## src/sv/tpbf_pkg.sv

```systemverilog
// shared types, constants and the burst divisor table for the triac firing block
package tpbf_pkg;

    localparam int SPEED_W    = 10;
    localparam int PULSE_W    = 10;
    localparam int HALF_W     = 14;
    localparam int BURST_W    = 7;
    localparam int PROD_W     = 24;
    localparam int RECIP_W    = 25;
    localparam int QUOT_W     = 15;
    localparam int WIDE_W     = PROD_W + RECIP_W;
    localparam int CFG_IDX_W  = 2;
    localparam int CFG_DATA_W = 14;
    localparam int OP_KIND_W  = 3;

    // register indexes
    localparam logic [CFG_IDX_W-1:0] CFG_FIRING_MODE = 2'd0;
    localparam logic [CFG_IDX_W-1:0] CFG_PULSE_TICKS = 2'd1;
    localparam logic [CFG_IDX_W-1:0] CFG_HALF_PERIOD = 2'd2;

    // register reset values
    localparam logic               RST_FIRING_MODE = 1'b0;
    localparam logic [PULSE_W-1:0] RST_PULSE_TICKS = 10'd100;
    localparam logic [HALF_W-1:0]  RST_HALF_PERIOD = 14'd8991;

    localparam logic MODE_PHASE  = 1'b0;
    localparam logic MODE_BURST  = 1'b1;
    localparam logic ACTION_ZC   = 1'b0;
    localparam logic ACTION_TICK = 1'b1;

    // work codes passed from the classifier to the executer
    localparam logic [OP_KIND_W-1:0] OP_TICK    = 3'd0;
    localparam logic [OP_KIND_W-1:0] OP_STOP    = 3'd1;
    localparam logic [OP_KIND_W-1:0] OP_PH_ZC   = 3'd2;
    localparam logic [OP_KIND_W-1:0] OP_PH_EVAL = 3'd3;
    localparam logic [OP_KIND_W-1:0] OP_BU_ZC   = 3'd4;
    localparam logic [OP_KIND_W-1:0] OP_BU_EVAL = 3'd5;

    localparam logic [SPEED_W-1:0] PHASE_SPEED_LIMIT = 10'd1000;
    localparam logic [SPEED_W-1:0] BURST_SPEED_LIMIT = 10'd100;
    localparam logic [HALF_W-1:0]  HALF_MIN          = 14'd1000;
    localparam logic [HALF_W-1:0]  CLAMP_OFFSET      = 14'd999;
    localparam logic [PROD_W-1:0]  DELAY_SCALE       = 24'd1000;
    // floor(2^34 / 1000), quotient is low by at most one
    localparam logic [RECIP_W-1:0] RECIP_M           = 25'd17179869;
    localparam int                 RECIP_SHIFT       = 34;
    localparam logic [BURST_W-1:0] COUNT_LAST        = 7'd100;

    typedef struct packed {
        logic [OP_KIND_W-1:0] kind;
        logic [SPEED_W-1:0]   speed;
        logic [BURST_W-1:0]   divisor;
    } t_op;

    typedef struct packed {
        logic               firing_mode;
        logic [PULSE_W-1:0] pulse_ticks;
        logic [HALF_W-1:0]  half_ticks;
    } t_cfg;

    // floor(100 / speed) for speed 1 to 99; speed 0 gives 0
    function automatic logic [BURST_W-1:0] burst_div(input logic [SPEED_W-1:0] spd);
        logic [BURST_W-1:0] d;
        if (spd == 10'd0)       d = 7'd0;
        else if (spd == 10'd1)  d = 7'd100;
        else if (spd == 10'd2)  d = 7'd50;
        else if (spd == 10'd3)  d = 7'd33;
        else if (spd == 10'd4)  d = 7'd25;
        else if (spd == 10'd5)  d = 7'd20;
        else if (spd == 10'd6)  d = 7'd16;
        else if (spd == 10'd7)  d = 7'd14;
        else if (spd == 10'd8)  d = 7'd12;
        else if (spd == 10'd9)  d = 7'd11;
        else if (spd == 10'd10) d = 7'd10;
        else if (spd == 10'd11) d = 7'd9;
        else if (spd == 10'd12) d = 7'd8;
        else if (spd <= 10'd14) d = 7'd7;
        else if (spd <= 10'd16) d = 7'd6;
        else if (spd <= 10'd20) d = 7'd5;
        else if (spd <= 10'd25) d = 7'd4;
        else if (spd <= 10'd33) d = 7'd3;
        else if (spd <= 10'd50) d = 7'd2;
        else                    d = 7'd1;
        return d;
    endfunction

endpackage

```

## src/sv/tpbf_queue.sv

```systemverilog
// small fifo of work codes between classifier and executer
module tpbf_queue import tpbf_pkg::*; #(
    parameter int DEPTH = 2
) (
    input  logic i_clk,
    input  logic i_rst_n,
    input  logic i_push,
    input  t_op  i_op,
    output logic o_full,
    output logic o_valid,
    output t_op  o_op,
    input  logic i_pop
);

    localparam int PTR_W = $clog2(DEPTH);
    localparam int CNT_W = $clog2(DEPTH + 1);

    t_op              r_mem [DEPTH];
    logic [PTR_W-1:0] r_wr_ptr, r_rd_ptr;
    logic [CNT_W-1:0] r_count;
    logic             do_push, do_pop;

    assign o_full  = (r_count == CNT_W'(DEPTH));
    assign o_valid = (r_count != '0);
    assign o_op    = r_mem[r_rd_ptr];
    assign do_push = i_push && !o_full;
    assign do_pop  = i_pop && o_valid;

    always_ff @(posedge i_clk) begin
        if (do_push) begin
            r_mem[r_wr_ptr] <= i_op;
        end
    end

    always_ff @(posedge i_clk) begin
        if (!i_rst_n) begin
            r_wr_ptr <= '0;
            r_rd_ptr <= '0;
            r_count  <= '0;
        end else begin
            if (do_push) begin
                r_wr_ptr <= (r_wr_ptr == PTR_W'(DEPTH - 1)) ? '0 : r_wr_ptr + 1'b1;
            end
            if (do_pop) begin
                r_rd_ptr <= (r_rd_ptr == PTR_W'(DEPTH - 1)) ? '0 : r_rd_ptr + 1'b1;
            end
            if (do_push && !do_pop) begin
                r_count <= r_count + 1'b1;
            end else if (do_pop && !do_push) begin
                r_count <= r_count - 1'b1;
            end
        end
    end

endmodule

```

## config.mk

```make
export PLATFORM = sky130hd
export DESIGN_NAME = tpbf_queue
export DESIGN_NICKNAME = d
export VERILOG_FILES = /design/src/sv/tpbf_pkg.sv /design/src/sv/tpbf_queue.sv
export SDC_FILE = /design/constraint.sdc
export NUM_CORES = 1
export LEC_CHECK = 0
export ABC_CLOCK_PERIOD_IN_PS = 5750
export BUFFER_PORTS_ARGS = -buffer_cell sky130_fd_sc_hd__buf_2
export CORE_UTILIZATION = 50
export DETAILED_ROUTE_END_ITERATION = 8
export PLACE_DENSITY = 0.77
export SYNTH_ARGS = -nofsm -noshare
export SYNTH_HDL_FRONTEND = slang
export SYNTH_SLANG_ARGS = --single-unit
```

## constraint.sdc

```tcl
create_clock -name i_clk -period 5.75 [get_ports i_clk]
set_input_delay 1.15 -clock i_clk [delete_from_list [all_inputs] [get_ports i_clk]]
set_output_delay 1.15 -clock i_clk [all_outputs]
set_load 0.02 [all_outputs]
```

# After elaboration in Yosys (flattened, before gate mapping)
# Memories as Yosys holds them, arrays and structs flattened. A register that Yosys moved wholly into a read port is not among the register bits.
# Cells that the tools add are included.
classes:
  muxes: 8
  addsub: 4
  eq_ne: 1
  n_reduce_logical: 9
op_table:
  columns: ["operator", "n"]
  rows:
  - ["two-way mux 1 bit", 6]
  - ["logical AND 1 bit", 4]
  - ["two-way mux 2 bit", 2]
  - ["nonzero test 2 bit", 2]
  - ["logical NOT 1 bit", 3]
  - ["adder 1 bit (second input constant)", 2]
  - ["adder 2 x 1 -> 2 bit (second input constant)", 1]
  - ["equality test 2 bit (second input constant)", 1]
  - ["subtractor 2 x 1 -> 2 bit (second input constant)", 1]
totals:
  ramBits: 40
  ff_bits: 4
  n_memories: 1
  output_inout_bits: 22
mem_list:
  columns: ["memory", "depth", "width", "rd", "rd_ports_with_merged_regs", "wr", "line_no", "rtl"]
  rows:
  - ["r_mem", 2, 20, 1, 1, 1, "tpbf_queue.sv:18", "t_op r_mem [DEPTH];"]

# Longest topological paths before layout
logic_depth:
  ltp_word: 7
  ltp_mapped: 7

# Worst setup path after synthesis
# No wires, ideal clock.
synth_timing:
  kind: "input to register"
  from: "input i_push"
  to: "memory r_mem[0][0] (netlist name), enable pin"
  path_slack_ns: 3.284
  stages: 2
  n_path_buf: 0
  t_arrival_ns: 2.070
  setup_time_ns: 0.395
  cell_sequence: "inv_1 > nor3_2"
synth_between:
  elab_chain_len: 3
synth_lines:
  columns: ["element", "line_no", "rtl"]
  rows:
  - ["from (decl)", "tpbf_queue.sv:7", "input logic i_push,"]
  - ["logical AND 1 bit", "tpbf_queue.sv:26", "assign do_push = i_push && !o_full;"]
  - ["two-way mux 1 bit", "tpbf_queue.sv:30", "if (do_push) begin"]
  - ["two-way mux 1 bit (not written as such)", "tpbf_queue.sv:31", "r_mem[r_wr_ptr] <= i_op;"]
  - ["to (decl)", "tpbf_queue.sv:18", null]
# No other way between the ends.

==> flow_metrics.py <==
metrics = {
    "run_status": {
        "status": "complete, no violations",
    },
    "logic_synthesis": {
        "ys.flop_type": "edfxtp_1",
        "syn_inst": 87,
        "ys_ff_latch": 45,
        "avgSynthCellArea_um2": 19.2,
        "synthArstFlopShare_pct": 0,
        "synth_commonest_cells": "40 x edfxtp_1, 20 x mux2_2, 5 x dfxtp_1",
        "yosys.area.top_type": "edfxtp_1",
        "ys_seq_area_share_pct": 77.8,
        "yosys_warnings": 0,
        "synth_top_area_share_pct": 71.8,
        "synth_cell_types": 21,
        "netlist_area_um2": 1670,
        "synth.most_common_cell": "edfxtp_1",
        "syn_nets": 112,
        "synth_edf_count": 40,
        "synthTopCellsByArea": "edfxtp_1 72%, mux2_2 13%, dfxtp_1 6.0%",
    },
    "timing": {
        "period_share_pct": 51.5,
        "fmax_mhz": 337,
        "worst_slack_ns": 2.79,
        "worst_pin_slew_ns": 0.943,
        "setup_viol": 0,
        "fin_skew_ns": 0.00469,
        "hold_viol_final": 0,
        "period_needed_ns": 2.96,
        "slew_violations": 0,
        "rsz0062_at_grt": "no",
        "timing.slew.headroom_pct": 36.9,
        "fin_tns_setup_ns": 0,
    },
    "floorplanning": {
        "die_area_um2": 3580,
        "ios": 46,
        "die_w_um": 59.8,
        "num_rows": 20,
        "die_h_um": 59.8,
        "initial_core_util_pct": 53.9,
        "core_um2": 3100,
    },
    "grt": {
        "grtUsageMet2_pct": 27.0,
        "met1_usage_pct": 17.6,
        "grt_max_degree": 22,
        "top_usage_layer": "met2",
        "grt_pass1_vias": 879,
        "overflow": 0,
        "antenna_found_initial": 0,
        "use_met3_pct": 5.84,
        "grtUsageTotal_pct": 15.8,
        "grt_pass1_wl_um": 3830,
    },
    "placed_design": {
        "dp_slack_ns": 3.13,
        "placed_cell_area_um2": 1950,
        "dp_hpwl_um": 1770,
        "dp_cells": 174,
        "portBuffers": 45,
        "routabilityCongestion": 0.658,
    },
    "drt": {
        "totalWireLength_um": 2520,
        "vias_per_cell": 4.88,
        "num_vias": 888,
        "drcViolationCount": 0,
        "firstDrtPassIters": 4,
        "wl_per_cell_um": 13.9,
        "ant_nets": 0,
        "dr.first_iter.drc_count": 14,
    },
    "layout": {
        "fin_area_um2": 2050,
        "num_antenna_cells": 0,
        "synthToLayoutAreaGrowth_pct": 22.7,
        "multi_input_area_um2": 360,
        "regArea_um2": 1300,
        "drive_above_1_share_pct": 55.1,
        "stdcell_count": 182,
        "final_util_pct": 66.1,
        "nets": 162,
        "fill_cells": 231,
    },
    "power_and_ir_drop": {
        "leakage_nw": 0.787,
        "ir_drop_mv": 0.225,
        "power_density_nw_per_um2": 457,
    },
    "setup_path": {
        "crit_path_start_kind": "register",
        "ff2ff_setup_slack_ns": 3.98,
        "crit_path_end_kind": "output port",
        "endpoint": "o_op[1]",
        "worstReg2RegEnd": "r_mem[0][11]",
        "critPathKind": "reg -> out",
        "rr_worst_depth": 3,
        "cp.arrival_ns": 1.81,
        "cp_max_fo": 20,
        "worstPathRequired_ns": 4.60,
        "r2r-start": "r_count[0]",
    },
    "clocking": {
        "post-cts-setup-buffers": 0,
        "cts_root_buffer": "clkbuf_4",
        "ctsResizeCount": 0,
        "holdBufCountCts": 0,
        "cts.reportedPaths.clkPinSlew_ns": 0.12,
        "cts_num_sinks": 45,
        "clock_path_buffers": 2,
        "cts_tree": "built",
        "worstSkewPairLatency_ns": 0.34,
        "cts.htree.levels": 2,
        "cts_buffers": 5,
    },
    "run": {
        "max-cap-violations": 0,
    },
    "worst_hold_path": {
        "holdCritPathClass": "reg -> reg",
        "hold_start": "r_count[1]",
    },
}
## state kept, by name, summed over array words and instances (netlist names), named ones only
signal and flops:
r_count 2, r_rd_ptr 1, r_wr_ptr 1, r_mem 40
## through the flow
step	power, mW	hold WS [ns]
after floorplan	0.642	0.479
after global placement	0.715	0.493
after detailed placement	0.726	0.532
after CTS	0.951	0.565
after global routing	0.988	0.604
final	0.939	0.562
## layout by cell type (no fill, tap or decap), types with 2 or more instances in the layout
master,count
bufinv_16,2
edfxtp_1,40
clkbuf_4,5
and2_1,3
xnor2_1,2
dfxtp_1,5
buf_2,45
mux2_2,20
## area by class of cell
type / count / area share, %
well taps: 44 / 2.68
clock inverters: 3 / 3.17
multi-input cells: 38 / 17.6
repair buffers: 45 / 11.0
clock buffers: 5 / 1.83
inverters: 2 / 0.366
flip-flops and latches: 45 / 63.4
## power breakdown
group	switching [mW]	internal, mW
Clock	0.0908	0.135
Combinational	0.146	0.118
Sequential	0.0363	0.413
## critical path, stage by stage (launching register included)
cell and delay, ns:
dfxtp_1 0.89, mux2_2 0.42, buf_2 0.16
## worst min path at each step
stage	end	slack [ns]	cells past startpoint
after floorplan	r_count[1]	0.48	2
after global placement	r_count[1]	0.49	2
after detailed placement	r_count[1]	0.53	2
after CTS	r_count[1]	0.56	2
after global routing	r_count[1]	0.60	2
final	r_count[1]	0.56	2
## layer usage
layer	share of wire, %	wire [um]
met5	0	0
met3	3.5	88
met4	1.3	32
met2	55	1390
met1	40	1010
## cells by family (layout without fill, tap and decap cells)
group	count (synthesis)	count (layout)	synth area share (%)
adders and majority gates	1	1	0.748
and+or+nand+nor	9	9	3.44
buffers and inverters	4	55	1.05
muxes	20	20	13.5
xor gates and xnor gates	3	3	1.57
AOI/OAI and AO/OA	5	5	1.94
DFF	45	45	77.8
Power figures use the tool's default switching activity.
