--- src/sv/tpbf_pkg.sv ---
// shared types, constants and the burst divisor table for the triac firing block
package tpbf_pkg;

    localparam int SPEED_W    = 10;
    localparam int PULSE_W    = 10;
    localparam int HALF_W     = 14;
    localparam int BURST_W    = 7;
    localparam int PROD_W     = 24;
    localparam int RECIP_W    = 25;
    localparam int QUOT_W     = 15;
    localparam int WIDE_W     = PROD_W + RECIP_W;
    localparam int CFG_IDX_W  = 2;
    localparam int CFG_DATA_W = 14;
    localparam int OP_KIND_W  = 3;

    // register indexes
    localparam logic [CFG_IDX_W-1:0] CFG_FIRING_MODE = 2'd0;
    localparam logic [CFG_IDX_W-1:0] CFG_PULSE_TICKS = 2'd1;
    localparam logic [CFG_IDX_W-1:0] CFG_HALF_PERIOD = 2'd2;

    // register reset values
    localparam logic               RST_FIRING_MODE = 1'b0;
    localparam logic [PULSE_W-1:0] RST_PULSE_TICKS = 10'd100;
    localparam logic [HALF_W-1:0]  RST_HALF_PERIOD = 14'd8991;

    localparam logic MODE_PHASE  = 1'b0;
    localparam logic MODE_BURST  = 1'b1;
    localparam logic ACTION_ZC   = 1'b0;
    localparam logic ACTION_TICK = 1'b1;

    // work codes passed from the classifier to the executer
    localparam logic [OP_KIND_W-1:0] OP_TICK    = 3'd0;
    localparam logic [OP_KIND_W-1:0] OP_STOP    = 3'd1;
    localparam logic [OP_KIND_W-1:0] OP_PH_ZC   = 3'd2;
    localparam logic [OP_KIND_W-1:0] OP_PH_EVAL = 3'd3;
    localparam logic [OP_KIND_W-1:0] OP_BU_ZC   = 3'd4;
    localparam logic [OP_KIND_W-1:0] OP_BU_EVAL = 3'd5;

    localparam logic [SPEED_W-1:0] PHASE_SPEED_LIMIT = 10'd1000;
    localparam logic [SPEED_W-1:0] BURST_SPEED_LIMIT = 10'd100;
    localparam logic [HALF_W-1:0]  HALF_MIN          = 14'd1000;
    localparam logic [HALF_W-1:0]  CLAMP_OFFSET      = 14'd999;
    localparam logic [PROD_W-1:0]  DELAY_SCALE       = 24'd1000;
    // floor(2^34 / 1000), quotient is low by at most one
    localparam logic [RECIP_W-1:0] RECIP_M           = 25'd17179869;
    localparam int                 RECIP_SHIFT       = 34;
    localparam logic [BURST_W-1:0] COUNT_LAST        = 7'd100;

    typedef struct packed {
        logic [OP_KIND_W-1:0] kind;
        logic [SPEED_W-1:0]   speed;
        logic [BURST_W-1:0]   divisor;
    } t_op;

    typedef struct packed {
        logic               firing_mode;
        logic [PULSE_W-1:0] pulse_ticks;
        logic [HALF_W-1:0]  half_ticks;
    } t_cfg;

    // floor(100 / speed) for speed 1 to 99; speed 0 gives 0
    function automatic logic [BURST_W-1:0] burst_div(input logic [SPEED_W-1:0] spd);
        logic [BURST_W-1:0] d;
        if (spd == 10'd0)       d = 7'd0;
        else if (spd == 10'd1)  d = 7'd100;
        else if (spd == 10'd2)  d = 7'd50;
        else if (spd == 10'd3)  d = 7'd33;
        else if (spd == 10'd4)  d = 7'd25;
        else if (spd == 10'd5)  d = 7'd20;
        else if (spd == 10'd6)  d = 7'd16;
        else if (spd == 10'd7)  d = 7'd14;
        else if (spd == 10'd8)  d = 7'd12;
        else if (spd == 10'd9)  d = 7'd11;
        else if (spd == 10'd10) d = 7'd10;
        else if (spd == 10'd11) d = 7'd9;
        else if (spd == 10'd12) d = 7'd8;
        else if (spd <= 10'd14) d = 7'd7;
        else if (spd <= 10'd16) d = 7'd6;
        else if (spd <= 10'd20) d = 7'd5;
        else if (spd <= 10'd25) d = 7'd4;
        else if (spd <= 10'd33) d = 7'd3;
        else if (spd <= 10'd50) d = 7'd2;
        else                    d = 7'd1;
        return d;
    endfunction

endpackage

--- src/sv/tpbf_front.sv ---
// request classifier: owns the speed re-evaluation state and issues work codes
module tpbf_front import tpbf_pkg::*; (
    input  logic               i_clk,
    input  logic               i_rst_n,
    input  logic               i_valid,
    output logic               o_ready,
    input  logic               i_action,
    input  logic               i_motor_on,
    input  logic [SPEED_W-1:0] i_speed,
    input  logic               i_firing_mode,
    input  logic               i_cfg_touch,
    input  logic               i_full,
    output logic               o_push,
    output t_op                o_op
);

    logic               r_start_flag, n_start_flag;
    logic [SPEED_W-1:0] r_last_speed, n_last_speed;
    logic               reeval;
    logic               speed_ok;
    logic               is_phase;

    assign o_ready  = !i_full;
    assign o_push   = i_valid && !i_full;
    assign is_phase = (i_firing_mode == MODE_PHASE);
    assign reeval   = r_start_flag || (i_speed != r_last_speed);
    assign speed_ok = (i_speed != '0) &&
                      (is_phase ? (i_speed < PHASE_SPEED_LIMIT) : (i_speed < BURST_SPEED_LIMIT));

    always_comb begin
        o_op.speed   = i_speed;
        o_op.divisor = burst_div(i_speed);
        if (i_action == ACTION_TICK) begin
            o_op.kind = OP_TICK;
        end else if (!i_motor_on) begin
            o_op.kind = OP_STOP;
        end else if (reeval) begin
            if (!speed_ok)     o_op.kind = OP_STOP;
            else if (is_phase) o_op.kind = OP_PH_EVAL;
            else               o_op.kind = OP_BU_EVAL;
        end else begin
            o_op.kind = is_phase ? OP_PH_ZC : OP_BU_ZC;
        end
    end

    always_comb begin
        n_start_flag = r_start_flag;
        n_last_speed = r_last_speed;
        if (i_cfg_touch) begin
            n_start_flag = 1'b1;
        end else if (o_push && (i_action == ACTION_ZC)) begin
            if (!i_motor_on) begin
                n_start_flag = 1'b1;
            end else if (reeval) begin
                // speed is latched even when it fails the range test
                n_last_speed = i_speed;
                n_start_flag = !speed_ok;
            end
        end
    end

    always_ff @(posedge i_clk) begin
        if (!i_rst_n) begin
            r_start_flag <= 1'b1;
            r_last_speed <= '0;
        end else begin
            r_start_flag <= n_start_flag;
            r_last_speed <= n_last_speed;
        end
    end

endmodule

--- config.mk ---
export PLATFORM = sky130hd
export DESIGN_NAME = tpbf_front
export DESIGN_NICKNAME = d
export VERILOG_FILES = /design/src/sv/tpbf_pkg.sv /design/src/sv/tpbf_front.sv
export SDC_FILE = /design/constraint.sdc
export NUM_CORES = 1
export LEC_CHECK = 0
export ABC_AREA = 1
export BUFFER_PORTS_ARGS = -buffer_cell sky130_fd_sc_hd__buf_2
export CAP_MARGIN = 40
export CELL_PAD_IN_SITES_DETAIL_PLACEMENT = 1
export CELL_PAD_IN_SITES_GLOBAL_PLACEMENT = 1
export CORE_MARGIN = 2
export CORE_UTILIZATION = 30
export DETAILED_ROUTE_END_ITERATION = 6
export PLACE_DENSITY = 0.77
export SLEW_MARGIN = 20
export SYNTH_ARGS = -nofsm -noshare
export SYNTH_HDL_FRONTEND = slang
export SYNTH_SLANG_ARGS = --single-unit
--- constraint.sdc ---
create_clock -name i_clk -period 1.6 [get_ports i_clk]
set_input_delay 0.08 -clock i_clk [delete_from_list [all_inputs] [get_ports i_clk]]
set_output_delay 0.08 -clock i_clk [all_outputs]
set_load 0.02 [all_outputs]
Yosys cells after proc, flatten, opt, wreduce, memory -nomap -nowiden
Cells that the tools add are included.
Widths: inputs -> output; s select.
- register bits: 11
- memory bits (read-only): 0
- memories kept: 0
- output and inout port bits: 22
- latch bits: 0
- RAM bits: 0
- word-level logic and storage cells: 66
- muxes and demuxes: 28
- reductions and logical operators: 11
- bitwise logic cells: 3
- add/subtract/negate cells: 0
- $lt $le $gt $ge: 8
- shift-type cells: 0
- divide/modulo/power cells: 0
- equality and inequality tests: 14
- multiply operators: 0
- operators by type and width (operator ; number):
    $eq 10x4->1 const B ; 5
    $eq 10x3->1 const B ; 4
    $le 10x5->1 const B ; 3
    $mux 3 ; 10
    $mux 4 ; 6
    $eq 10x2->1 const B ; 2
    $le 10x6->1 const B ; 2
    $mux 5 ; 3
    $mux 7 ; 2
    $mux 6 ; 2
    $eq 10x1->1 const B ; 1
    $le 10x4->1 const B ; 1
    $logic_not 10->1 ; 1
    $lt 10x10->1 const B ; 1
    $lt 10x7->1 const B ; 1
    $ne 10x10->1 ; 1
    $reduce_bool 10->1 ; 1
    $mux 2 ; 2
    $reduce_and 4->1 ; 1
    $logic_and 1x1->1 ; 3
    $mux 1 ; 3
    $not 1->1 ; 3
    $logic_not 1->1 ; 2
    $ne 2x1->1 const B ; 1
    other kinds (3) ; 3

Logic depth before layout (Yosys ltp)
Gate-level depths: netlist of run 1.
- depth after elaboration: 20
- depth in mapped cells: 13

Worst setup path before layout of run 1
OpenSTA, ideal clock, no wires.
- kind: in2out
- from: input port i_speed[5]
- to: output port o_op[2] (netlist name)
- cell stages on the path: 8
- path buffers: 0
- slack: 165 ps
- data arrival time: 1355 ps
- path through: inv_1 -> nand2_1 -> nor2_1 -> nand2_1 -> nor2_1 -> inv_1 -> nand4_1 -> nor4_1
- RTL lines (what ; RTL line ; text):
    start: declaration ; tpbf_front.sv:9 ; input logic [SPEED_W-1:0] i_speed,
    end: declaration ; tpbf_front.sv:14 ; output t_op o_op

==> flow_summary.json, run 1 <==
{
  "numCtsBuffers": 3,
  "tritoncts": "yes",
  "vias": 1632,
  "routed_via_density": 5.333,
  "p_leak_nw": 0.8090,
  "synth_area_leaders": "dfxtp_1, nand2_1, nor2_1",
  "cp.required_ns": 1.52,
  "fin_nets": 277,
  "slew_violations": 0,
  "final_antenna_net_count": 0,
  "synth_cell_types": 21,
  "drive_gt1_frac": 0.4070,
  "area_delta_synth_final_pct": 41.33,
  "crit_fanout": 2,
  "synthesis.nets": 234,
  "max_freq_mhz": 572.2,
  "synth_common_cells": "nand2_1, nor2_1, inv_1",
  "fillers": 530,
  "ios": 40,
  "endpoint_kind": "output port",
  "ys_seq_area_frac": 0.1860,
  "criticalPathCategory": "reg2out",
  "grt_max_degree": 21,
  "layout_min_cycle_time_ns": 1.748,
  "core_area_um2": 3716,
  "cts_max_level": 1,
  "worst_pin_slew_ns": 0.2909,
  "port_buffers": 39,
  "worstPathArrival_ns": 1.67,
  "async_reset_ff_frac": 0,
  "wire_per_inst_um": 15.92,
  "hold_buffers": 0,
  "insertedDiodeCount": 0,
  "finalSetupViolations": 2,
  "gp_congestion": 0.9386,
  "clk_pin_slew_worst_paths_ns": 0.05,
  "dp.cells": 300,
  "synth_top_area_frac": 0.1860,
  "status": "finished, violations left",
  "hold_path.class": "in2reg",
  "ys_ff_latch": 11,
  "hold_path_depth": 5,
  "dieWidth_um": 66.81,
  "cellPowerDensity_nw_per_um2": 504.8,
  "drv_cap": 0,
  "first_pass_iters": 4,
  "netlist_instances": 216,
  "fin_skew_ns": 0.0004622,
  "grt_use_total": 0.2066,
  "reg2regPathDepth": 8,
  "grt_pass1_vias": 1574,
  "dpl.hpwl_um": 3278,
  "worst_slack_ns": -0.1478,
  "drt_iter0_drc": 126,
  "finalPower_w": 0.0008445,
  "rsz0062_at_grt": "yes",
  "rows": 22,
  "start_kind": "flip-flop",
  "irDropWorstVdd_mv": 0.4113,
  "design_area_um2": 1673,
  "cts_buffer_depth": 2,
  "synth_top_area_cell": "dfxtp_1",
  "antenna_found_initial": 0,
  "place_area_um2": 1435,
  "synth.most_common_cell": "nand2_1",
  "slew_headroom": 0.8040,
  "die_h_um": 66.81,
  "synth_area_um2": 1184,
  "syn_area_per_cell_um2": 5.480,
  "violations": "setup timing",
  "fin_cells": 306,
  "hold_viol": 0,
  "hold-worst-slack_ns": 0.1578,
  "synth_edf_count": 0,
  "grt_pass1_wl_um": 7100,
  "synth_flop_cell": "dfxtp_1",
  "drc": 0,
  "finalWirelength_um": 4870,
  "die_area_um2": 4464,
  "clkSinkCount": 11,
  "yosys_warnings": 0,
  "grt.overflow.total": 0,
  "period_share": 1.092,
  "clock_latency_ns": 0.24,
  "root_buffer": "clkbuf_8",
  "start_util": 0.3185,
  "setup_tns_ns": -0.2793
}
-- flip-flops by register name, summed over array words and instances (netlist names) --
register and count:
r_start_flag 1, r_last_speed 10
-- path summary, 6_finish.rpt --
| path | slack, ns | from | endpoint |
|---|---|---|---|
| setup / recovery | -0.15 | r_last_speed[6]$_SDFFE_PN0P_ | o_op[18] |
| hold / removal | 0.16 | i_cfg_touch | r_start_flag$_SDFFE_PP1P_ |
| setup reg to reg | 0.05 | r_last_speed[6]$_SDFFE_PN0P_ | r_start_flag$_SDFFE_PP1P_ |
| hold reg to reg | 0.51 | r_last_speed[8]$_SDFFE_PN0P_ | r_last_speed[8]$_SDFFE_PN0P_ |
-- stage by stage --
| step | worst slack, ns | util |
|---|---|---|
| 2_1_floorplan | 0.1646 | - |
| 3_5_place_dp | -0.04062 | 0.3862 |
| 6_report | -0.1478 | 0.4502 |
| 3_3_place_gp | -0.01490 | 0.3862 |
| 5_1_grt | -0.2384 | 0.4502 |
| 4_1_cts | -0.1394 | 0.4040 |
-- critical path, stage by stage, from the launching register on --
cell	delay [ns]
dfxtp_2	0.33
xor2_2	0.15
nor4_4	0.29
nand4_1	0.17
nand2_1	0.14
nand2_2	0.10
nor2_4	0.13
buf_6	0.12
-- cells in the final DEF (no fill, tap or decap), drive strengths merged --
| cell type | synthesis | final |
|---|---|---|
| buf | 13 | 53 |
| nand2 | 50 | 50 |
| nor2 | 39 | 39 |
| inv | 30 | 30 |
| nand3 | 21 | 21 |
| a21oi | 15 | 15 |
| dfxtp | 11 | 11 |
| o21ai | 10 | 10 |
| nand4 | 6 | 6 |
| xor2 | 5 | 5 |
| clkbuf | 3 | 5 |
| nor4 | 4 | 4 |
| nor3 | 4 | 4 |
| o211ai | 2 | 2 |
| o31ai | 2 | 2 |
| o2111ai | 1 | 1 |
-- layer usage --
metal,part of all wire,wire [µm],global-route usage,vias up
li1,-,-,-,772
met1,0.42,2029,0.2459,806
met2,0.53,2604,0.3788,42
met3,0.030,147,0.02027,12
met4,0.018,88,0.07653,0
met5,0,0,0,-
-- layout make-up --
type	instances	area, µm²	area share
multi-input cells	159	890.9	0.5325
well taps	48	60.06	0.03590
inverters	30	115.1	0.06881
flip-flops and latches	11	227.7	0.1361
repair buffers	54	334.1	0.1997
clock buffers	4	45.04	0.02693
-- cells by family after synthesis --
family	synth area share
and+or+nand+nor	0.4577
buffers and inverters	0.1807
AOI/OAI and AO/OA	0.1385
DFF	0.1860
xor gates and xnor gates	0.03700
-- report_power, final --
group,switching [W],internal (W),leakage (nW)
combinational,0.000186,0.0000976,0.694
clock,0.0000994,0.000174,0.0228
sequential,0.00000514,0.000281,0.0920
total,0.000291,0.000554,0.809
-- repair_timing --
action / 4_1_cts / 5_1_grt
gates resized for setup: 7 / 51
pin swaps: 3 / 14
buffers inserted: 1 / 1
endpoints found under the setup margin: 4 / 10
No activity file was read; power rests on OpenSTA's default activity.
==> run 2: changes to the inputs <==
CORE_ASPECT_RATIO = 1.2   (was not set)
==> flow_summary.json, run 2 (synthesis gave the netlist of run 1 again) <==
{
  "hold_path_depth": 5,
  "met1_usage": 0.2211,
  "layout_common_cells": "nand2_1, buf_2, nor2_1",
  "area_delta_synth_final_pct": 44.08,
  "reg2regPathDepth": 8,
  "port_buffers": 39,
  "hold_viol": 0,
  "cts_buffer_depth": 2,
  "die_h_um": 72.81,
  "antenna_found_initial": 0,
  "internal_power_w": 0.0005578,
  "fin_skew_ns": 0.001667,
  "layout_min_cycle_time_ns": 1.838,
  "design_area_um2": 1705,
  "gp_congestion": 0.8442,
  "worstPathArrival_ns": 1.76,
  "wire_per_inst_um": 13.98,
  "dpl.hpwl_um": 3564,
  "fin_nets": 289,
  "start_kind": "flip-flop",
  "reg2reg_from": "r_last_speed[6]$_SDFFE_PN0P_",
  "drive_gt1_frac": 0.3667,
  "grt_use_total": 0.2023,
  "vias": 1592,
  "first_pass_iters": 4,
  "grt_pass1_wl_um": 7031,
  "min_to": "r_start_flag$_SDFFE_PP1P_",
  "grt_max_degree": 21,
  "hold_path_startpoint": "i_cfg_touch",
  "cts_max_level": 1,
  "place_area_um2": 1525,
  "finalSetupViolations": 13,
  "criticalPathCategory": "reg2out",
  "worst_slack_ns": -0.2375,
  "hold-worst-slack_ns": 0.1394,
  "switchingPower_w": 0.0002750,
  "routed_via_density": 4.914,
  "largest_reg_flops": 10,
  "final_common_cell": "nand2_1",
  "fin_cells": 324,
  "pwr-share-seq": 0.343,
  "ios": 40,
  "grt.overflow.total": 0,
  "switching_share": 0.3302,
  "numCtsBuffers": 3,
  "clkSinkCount": 11,
  "comb_power_share": 0.327,
  "cp.required_ns": 1.52,
  "grt_util_met2": 0.3842,
  "regMostFlops": "r_last_speed",
  "drc": 0,
  "clkPwrFrac": 0.330,
  "insertedDiodeCount": 0,
  "irDropWorstVdd_mv": 0.3656,
  "dieWidth_um": 61.34,
  "finalWirelength_um": 4529,
  "cellPowerDensity_nw_per_um2": 488.3,
  "drv_cap": 0,
  "slew_violations": 0,
  "p_leak_nw": 0.8557,
  "reg2reg_to": "r_last_speed[4]$_SDFFE_PN0P_",
  "slew_headroom": 0.7915,
  "start_util": 0.3052,
  "worst_pin_slew_ns": 0.3102,
  "finalPower_w": 0.0008328,
  "root_buffer": "clkbuf_8",
  "status": "finished, violations left",
  "crit_fanout": 2,
  "tritoncts": "yes",
  "drt_iter0_drc": 43,
  "period_share": 1.148,
  "die_area_um2": 4466,
  "dp.cells": 317,
  "clock_latency_ns": 0.24,
  "r2r_slack_ns": -0.06,
  "max_freq_mhz": 544.2,
  "core_area_um2": 3879,
  "top_usage_layer": "met2",
  "endpoint_kind": "output port",
  "hold_path.class": "in2reg",
  "clk_pin_slew_worst_paths_ns": 0.05,
  "top_regs": "r_last_speed (10), r_start_flag (1)",
  "grt_pass1_vias": 1628,
  "rsz0062_at_grt": "yes",
  "violations": "setup timing",
  "use_met3": 0.01418,
  "rows": 25,
  "hold_buffers": 0,
  "final_antenna_net_count": 0
}
run 2: cell count changes in the layout (fill, tap and decap cells not counted), moves of 2 or more:
cell	before	now
buf_4	17	28
nand2_1	40	46
nand2_2	10	4
o21ai_1	0	6
o21ai_2	6	0
a21oi_1	14	11
a21oi_2	1	4
dfxtp_1	5	8
dfxtp_2	6	3
nor2_1	29	31
nor2_2	7	5
nor4_4	2	0
run 2: cell type report:
cell class,instances,area [µm²]
clock buffers,4,45.04
fillers,565,2173
flip-flops and latches,11,224.0
multi-input cells,159,825.8
well taps,54,67.56
inverters,30,115.1
repair buffers,66,427.9
run 2: worst max-delay path: stages (launching register included):
cell and delay (ns):
dfxtp_2 0.33, xor2_2 0.18, nor4_2 0.34, nand4_1 0.19, nand2_1 0.15, nand2_2 0.08
nor2_2 0.12, buf_6 0.12
run 2: power by group through the flow:
stage / clock (W) / combinational (W) / sequential (W)
2_1_floorplan: 0 / 0.000145 / 0.000289
3_3_place_gp: 0 / 0.000236 / 0.000290
3_5_place_dp: 0 / 0.000242 / 0.000290
4_1_cts: 0.000284 / 0.000248 / 0.000285
5_1_grt: 0.000298 / 0.000298 / 0.000286
6_report: 0.000275 / 0.000272 / 0.000286
run 2: how the worst max path moves through the flow:
stage / from / end / slack (ns) / depth (start not counted)
after detailed placement: i_speed[2] / o_op[1] / -0.07 / 11
after global placement: i_speed[2] / o_op[1] / 0.01 / 9
after floorplan: i_speed[5] / o_op[2] / 0.16 / 8
after global routing: r_last_speed[7]$_SDFFE_PN0P_ / o_op[19] / -0.38 / 8
final: r_last_speed[0]$_SDFFE_PN0P_ / o_op[19] / -0.24 / 7
after CTS: r_last_speed[4]$_SDFFE_PN0P_ / o_op[18] / -0.17 / 7
run 2: metal layers:
metal / share of wire / wire length (µm) / vias up
li1: - / - / 802
met1: 0.41 / 1840 / 739
met2: 0.54 / 2462 / 39
met3: 0.026 / 120 / 12
met4: 0.023 / 105 / 0
met5: 0 / 0 / -
run 2: stage by stage:
step | setup TNS (ns) | utilization | setup slack (ns)
2_1_floorplan | 0 | - | 0.1646
3_3_place_gp | 0 | 0.3932 | 0.009753
3_5_place_dp | -0.08507 | 0.3932 | -0.07014
4_1_cts | -0.4374 | 0.4126 | -0.1719
5_1_grt | -2.467 | 0.4397 | -0.3769
6_report | -1.103 | 0.4397 | -0.2375
run 2: timing repair:
action / CTS / global route
buffers inserted: 2 / 1
resized for setup: 6 / 33
endpoints found under the setup margin: 5 / 18
pin swaps: 2 / 8
